## src/rtl/core/fixed_point_vertex_transform_macros.svh

```systemverilog
// Assertion macros shared by the vertex transform RTL.
// Expects signals named clk and rst in the scope where a macro is used.
`ifndef FIXED_POINT_VERTEX_TRANSFORM_MACROS_SVH
`define FIXED_POINT_VERTEX_TRANSFORM_MACROS_SVH

// Consequent must hold in the same cycle as the antecedent.
`define FPVT_ASSERT_SAME(lbl, ante, cons, msg) \
  lbl: assert property (@(posedge clk) disable iff (rst) (ante) |-> (cons)) \
    else $error(msg);

// Consequent must hold in the cycle after the antecedent.
`define FPVT_ASSERT_NEXT(lbl, ante, cons, msg) \
  lbl: assert property (@(posedge clk) disable iff (rst) (ante) |=> (cons)) \
    else $error(msg);

`endif

```

## src/rtl/core/fpvt_pkg.sv

```systemverilog
// Types and constants of the fixed-point vertex transform.
// No dependencies; used by fpvt_row and fixed_point_vertex_transform.
`timescale 1ns / 1ps

package fpvt_pkg;

  localparam int COORD_WIDTH = 16;
  localparam int COEF_WIDTH  = 16;
  localparam int FRAC_BITS   = 12;
  localparam int ACC_WIDTH   = 2 * COORD_WIDTH;
  localparam int PROD_WIDTH  = COEF_WIDTH + COORD_WIDTH;
  localparam int ROW_WIDTH   = 4 * COEF_WIDTH;
  localparam int NUM_ROWS    = 3;
  localparam int CFG_IDX_WIDTH = 2;

  // Configuration register indexes
  localparam logic [CFG_IDX_WIDTH-1:0] REG_ROW0 = 2'd0;
  localparam logic [CFG_IDX_WIDTH-1:0] REG_ROW1 = 2'd1;
  localparam logic [CFG_IDX_WIDTH-1:0] REG_ROW2 = 2'd2;

  // Reset matrix: identity in 4.12, zero translation
  localparam logic [ROW_WIDTH-1:0] ROW0_RESET = 64'h0000_0000_0000_1000;
  localparam logic [ROW_WIDTH-1:0] ROW1_RESET = 64'h0000_0000_1000_0000;
  localparam logic [ROW_WIDTH-1:0] ROW2_RESET = 64'h0000_1000_0000_0000;

  typedef struct packed {
    logic signed [COORD_WIDTH-1:0] in_x;
    logic signed [COORD_WIDTH-1:0] in_y;
    logic signed [COORD_WIDTH-1:0] in_z;
    logic                          last_vertex;
  } fpvt_in_t;

  typedef struct packed {
    logic signed [COORD_WIDTH-1:0] out_x;
    logic signed [COORD_WIDTH-1:0] out_y;
    logic signed [COORD_WIDTH-1:0] out_z;
    logic                          out_last;
  } fpvt_out_t;

  // Stage load enables from the pipeline control to each row unit
  typedef struct packed {
    logic ld1;
    logic ld2;
    logic ld3;
  } fpvt_ctrl_t;

endpackage

```

## src/rtl/core/fpvt_row.sv

```systemverilog
// One output row of the vertex transform: products, sum, shift and translate.
// Depends on fpvt_pkg; stage enables come from the top-level pipeline control.
`timescale 1ns / 1ps

module fpvt_row (
  input  logic                                   clk,
  input  fpvt_pkg::fpvt_ctrl_t                   ctrl,
  input  logic [fpvt_pkg::ROW_WIDTH-1:0]         row,
  input  logic signed [fpvt_pkg::COORD_WIDTH-1:0] x,
  input  logic signed [fpvt_pkg::COORD_WIDTH-1:0] y,
  input  logic signed [fpvt_pkg::COORD_WIDTH-1:0] z,
  output logic signed [fpvt_pkg::COORD_WIDTH-1:0] coord
);
  import fpvt_pkg::*;

  logic signed [COEF_WIDTH-1:0]  m0, m1, m2, trans;
  logic signed [COORD_WIDTH-1:0] trans_ext;
  logic signed [PROD_WIDTH-1:0]  prod0, prod1, prod2;
  logic signed [ACC_WIDTH-1:0]   acc;
  logic signed [ACC_WIDTH-1:0]   acc_next;

  assign m0    = signed'(row[0*COEF_WIDTH +: COEF_WIDTH]);
  assign m1    = signed'(row[1*COEF_WIDTH +: COEF_WIDTH]);
  assign m2    = signed'(row[2*COEF_WIDTH +: COEF_WIDTH]);
  assign trans = signed'(row[3*COEF_WIDTH +: COEF_WIDTH]);
  assign trans_ext = COORD_WIDTH'(trans);

  // Sum wraps at the accumulator width
  assign acc_next = ACC_WIDTH'(prod0) + ACC_WIDTH'(prod1) + ACC_WIDTH'(prod2);

  // Stage 1: three products
  always_ff @(posedge clk) begin
    if (ctrl.ld1) begin
      prod0 <= m0 * x;
      prod1 <= m1 * y;
      prod2 <= m2 * z;
    end
  end

  // Stage 2: wrapped sum
  always_ff @(posedge clk) begin
    if (ctrl.ld2) begin
      acc <= acc_next;
    end
  end

  // Stage 3: drop fraction bits, truncate, add translation
  always_ff @(posedge clk) begin
    if (ctrl.ld3) begin
      coord <= signed'(acc[FRAC_BITS +: COORD_WIDTH]) + trans_ext;
    end
  end

endmodule
```

## config.mk

```make
export PLATFORM = sky130hd
export DESIGN_NAME = fpvt_row
export DESIGN_NICKNAME = d
export VERILOG_FILES = /design/src/rtl/core/fixed_point_vertex_transform_macros.svh /design/src/rtl/core/fpvt_pkg.sv /design/src/rtl/core/fpvt_row.sv
export SDC_FILE = /design/constraint.sdc
export NUM_CORES = 2
export LEC_CHECK = 0
export ABC_AREA = 1
export BUFFER_PORTS_ARGS = -buffer_cell sky130_fd_sc_hd__buf_4
export CAP_MARGIN = 20
export CORE_MARGIN = 2
export CORE_UTILIZATION = 30
export CTS_CLUSTER_SIZE = 12
export DETAILED_ROUTE_END_ITERATION = 6
export GPL_TIMING_DRIVEN = 0
export SLEW_MARGIN = 20
export SYNTH_ARGS = -nofsm -noshare
export SYNTH_HDL_FRONTEND = slang
export SYNTH_SLANG_ARGS = --single-unit
```

## constraint.sdc

```tcl
create_clock -name clk -period 5.9 [get_ports clk]
set_input_delay 0.295 -clock clk [delete_from_list [all_inputs] [get_ports clk]]
set_output_delay 0.295 -clock clk [all_outputs]
set_load 0.05 [all_outputs]
```

# After elaboration in Yosys (flattened, before gate mapping)
# Cells that the tools add are included.
[word_totals] ff_bits=128 input_bits=116 out_inout_bits=16 word_cells=11
[op_classes] add_sub_neg=3 n_mul=3
[ops] cell="$mul 16x16->28" n=3
[ops] cell="$add 28x28->28" n=2
[ops] cell="$add 16x16->16" n=1

# Longest topological paths before layout
[depth] word_depth=2 mapped_depth=30 mapped_depth_nobuf=28

# Worst setup path after synthesis
# Ideal clock, no wire load.
[synth_timing] path_kind="input-to-reg" start="input port y[3] (netlist name)" end="register prod1[27], data pin" setup_time_ps=253 arrival_ps=5250 required_time_ps=5647 path_slack_ps=397 stages=24 n_path_buf=2 cell_sequence="clkbuf_1 > clkbuf_1 > nand2_1 > fa_1 > inv_1 > fa_1 > inv_1 > fa_1 > inv_1 > fa_1 > inv_1 > fa_1 > inv_1 > fa_1 > ha_1 > nand2_1 > nor2_1 > nand2_1 > nor2_1 > nand2_1 > nand3_1 > inv_1 > nand3_1 > nand2_1"
[synth_between] elab_chain_cells=1
[synth_lines] element="start: declaration" line="fpvt_row.sv:10" text="input logic signed [fpvt_pkg::COORD_WIDTH-1:0] y,"
[synth_lines] element="$mul 16x16->28" line="fpvt_row.sv:35" text="prod1 <= m1 * y;"
[synth_lines] element="end signal: assignment" line="fpvt_row.sv:35"
[synth_lines] element="end: declaration" line="fpvt_row.sv:18" text="logic signed [PROD_WIDTH-1:0] prod0, prod1, prod2;"
# Every way passes these cells.
# A chain may end at the register's enable or synchronous reset.

# Final worst setup path
[layout_timing] start="input port x[3] (netlist name)" end="register prod0[27], data pin"
[layout_between] elab_chain_cells=1
[layout_lines] element="start: declaration" line="fpvt_row.sv:9" text="input logic signed [fpvt_pkg::COORD_WIDTH-1:0] x,"
[layout_lines] element="$mul 16x16->28" line="fpvt_row.sv:34" text="prod0 <= m0 * x;"
[layout_lines] element="end signal: assignment" line="fpvt_row.sv:34"
[layout_lines] element="end: declaration" line="fpvt_row.sv:18"
# Every way passes these cells.

==> summary.txt <==
Die
  • Row cnt: 125
  • Initial Utilization: 30.2%
  • Chip height: 345 um
  • Die Footprint: around 120000 sq um
  • Core area: 116000 sq um
  • I/O Pins: 132
  • Die width: 345 um

Clocking
  • H-tree levels: 4
  • Clk buf depth: 2
  • Clock-pin slew on the worst setup and hold paths: 60 ps
  • Root Buffer: clkbuf_16
  • Worst skew pair latency: 420 ps
  • Hold_buf cts: 0
  • Num Clock Sinks: 116
  • CTS buffer count: 17
  • TritonCTS clock tree: done

Synthesis
  • Largest area contributor in the netlist: fa_1
  • Mapped Avg Cell Area: 7.94 sq um
  • Net Count, Synth: between 5000 and 6000
  • Post-synthesis cell area: 35000 sq um
  • Commonest cells in the netlist: inv_1 (1320), nand2_1 (1128), fa_1 (714)
  • Synth top area share: 40.9%
  • Dominant synthesized flop cell: edfxtp_1
  • Synth Warn #: 0
  • Most frequent cell after synthesis: inv_1
  • Seq cells post-synth: 116
  • Synth area leaders: fa_1 (41%), inv_1 (14%), nand2_1 (12%)
  • Post-synth EDFFs: 116
  • Fraction of registers with async set/reset: 0%
  • Distinct cells, synth: 46
  • Register area share after synthesis: 9.96%
  • Cells after Synth: 4405

Critical path
  • WP data required: 6170 ps
  • WS Path Type: primary input to register
  • CP endpoint kind: register
  • Max stage delay cell, worst path: fa_2
  • Max incr delay on CP: 700 ps
  • CP Launch Type: primary input
  • CP Max Fanout: 10
  • Setup crit start: x[3]
  • Worst EP arrival: 5940 ps
  • Crit-path cells: clkbuf_2 > buf_4 > nand2_1 > fa_1 > inv_1 > fa_2 > inv_1 > fa_1 > inv_1 > fa_1 > inv_1 > fa_1 > inv_1 > fa_1 > ha_1 > a21oi_1 > o21ai_0 > a21oi_1 > o21ai_0 > nor2_1 > nand3_1 > nand2_1
  • R2R Path Start: prod0[18]

Final layout
  • Area delta synth->final: 9.03%
  • Filler cells: roughly 12000
  • Fraction of layout cells with a size suffix above 1: 5.18%
  • Area of the multi-input gates: about 26000 sq um
  • Antenna Cells: 0
  • Register area: 3480 sq um
  • Final nets: 5586

Drt
  • Detailed router's first-iteration violation count: 1867
  • Detailed-route wire length: between 90000 and 100000 um
  • First-pass detailed-route iteration total: 5
  • DRC errors left: 0
  • Vias after detailed routing: around 27000
  • DR vias/cell: ~4.5
  • Post-route ant nets: 0
  • Wire per inst: 15.2 um

Timing
  • Fmax: 176 MHz
  • Tcrit/Tclk final: a little over nine tenths
  • Slew margin rel.: 31.3%
  • Final Skew: 13.9 ps
  • Final Hold Vio Count: 0
  • Setup Viol. Count Final: 0
  • Setup_tns: 0 ps
  • Hold_ws: 186 ps
  • RSZ-0062 raised after global routing: no
  • Slew Limit Fails: 0
  • Minimum clock period: between 5000 and 6000 ps
  • Slew @ Worst Pin: between 1000 and 1500 ps

Global route
  • Pin count of the biggest net entering global routing: 85
  • Antenna violations before repair: 1
  • Vias in the first global route: about 28000
  • GRT overflow: 0
  • First-pass GRT wire length: around 150000 um
  • GRT Util Overall: 15.8%

Status
  • Status: completed

Place
  • DP HPWL: around 80000 um
  • Port Buf Inserts: 65
  • Gp weighted congestion: 0.924

Worst hold path
  • Worst min path class: primary input to register
  • Hold Startpoint: row[48]

Job
  • Max_cap viols: 0
-- metal layers --
metal	global-route usage (%)	up-vias	routed length (um)
met2	26.7	837	43900
met5	0	-	0
li1	-	12800	-
met4	3.65	0	2210
met3	2.42	137	5860
met1	21.1	13400	39800
-- registers in the layout (all words and copies together) (netlist names) --
signal  count
prod0      28
acc        16
prod1      28
prod2      28
coord      16
-- critical path, delay by kind of cell --
family / cells / cell delay, ps
adder cells (fa/ha/maj): 7 / 3510
buffers and inverters: 7 / 960
AO/OA/AOI/OAI: 4 / 620
AND/OR/NAND/NOR: 4 / 540
-- placed cells by master (no fill, tap or decap), types with 9 or more instances in the layout --
cell	instances
inv_1	1320
nand2_1	1127
fa_1	711
ha_1	271
nor2_1	143
a21oi_1	130
edfxtp_1	116
nand3_1	109
xor2_1	72
buf_4	70
clkbuf_2	69
clkbuf_1	66
o21ai_0	51
xnor2_1	36
nand4_1	25
o21bai_1	19
clkbuf_16	17
or2_2	15
nor3_1	11
a21o_1	10
a31oi_1	9
-- kinds of logic (layout without fill, tap and decap cells) --
| logic type | count (synthesis) | after routing | synth area share [%] |
|---|---|---|---|
| AND/OR/NAND/NOR | 1465 | 1465 | 16.8 |
| XOR/XNOR | 108 | 108 | 2.70 |
| buffers and inverters | 1483 | 1574 | 16.0 |
| AO/OA/AOI/OAI | 247 | 247 | 3.96 |
| flip-flops | 116 | 116 | 9.96 |
| adder cells (fa/ha/maj) | 986 | 986 | 50.6 |
-- area by class of cell --
cell class	instances	share of cell area [%]
Multi-Input combinational cell	2806	68.0
Clock inverter	14	0.531
Buffer	154	1.92
Inverter	1321	13.0
Tap cell	1524	5.00
Sequential cell	116	9.13
Clock buffer	17	1.12
Timing Repair Buffer	68	1.34
-- timing repair --
action                                  CTS  global route
gates cloned                              0             0
endpoints found under the setup margin   14            38
setup buffers                             0             3
resized for setup                        23           136
pin swaps                                 0             1
-- through the flow --
| step | std cells | worst slack [ps] | util (%) | cell area [sq um] |
|---|---|---|---|---|
| 2_1_floorplan | 4405 | 397 | - | 35000 |
| 3_3_place_gp | 5994 | -995 | 32.2 | 37400 |
| 3_5_place_dp | 5994 | -1000 | 32.2 | 37400 |
| 4_1_cts | 6024 | 1.39 | 32.8 | 38000 |
| 5_1_grt | 6020 | 0.397 | 32.9 | 38100 |
| 6_report | 6020 | 227 | 32.9 | 38100 |
-- final timing paths --
check / to / slack (ps) / cells past startpoint
hold / removal: coord[0] / 190 / 2
setup reg to reg: acc[27] / 3270 / 9
hold reg to reg: coord[0] / 570 / 1
setup / recovery: prod0[27] / 230 / 22
Power is not shown: default switching activity piles up to over one toggle a cycle in this logic, so the estimate is an artifact.
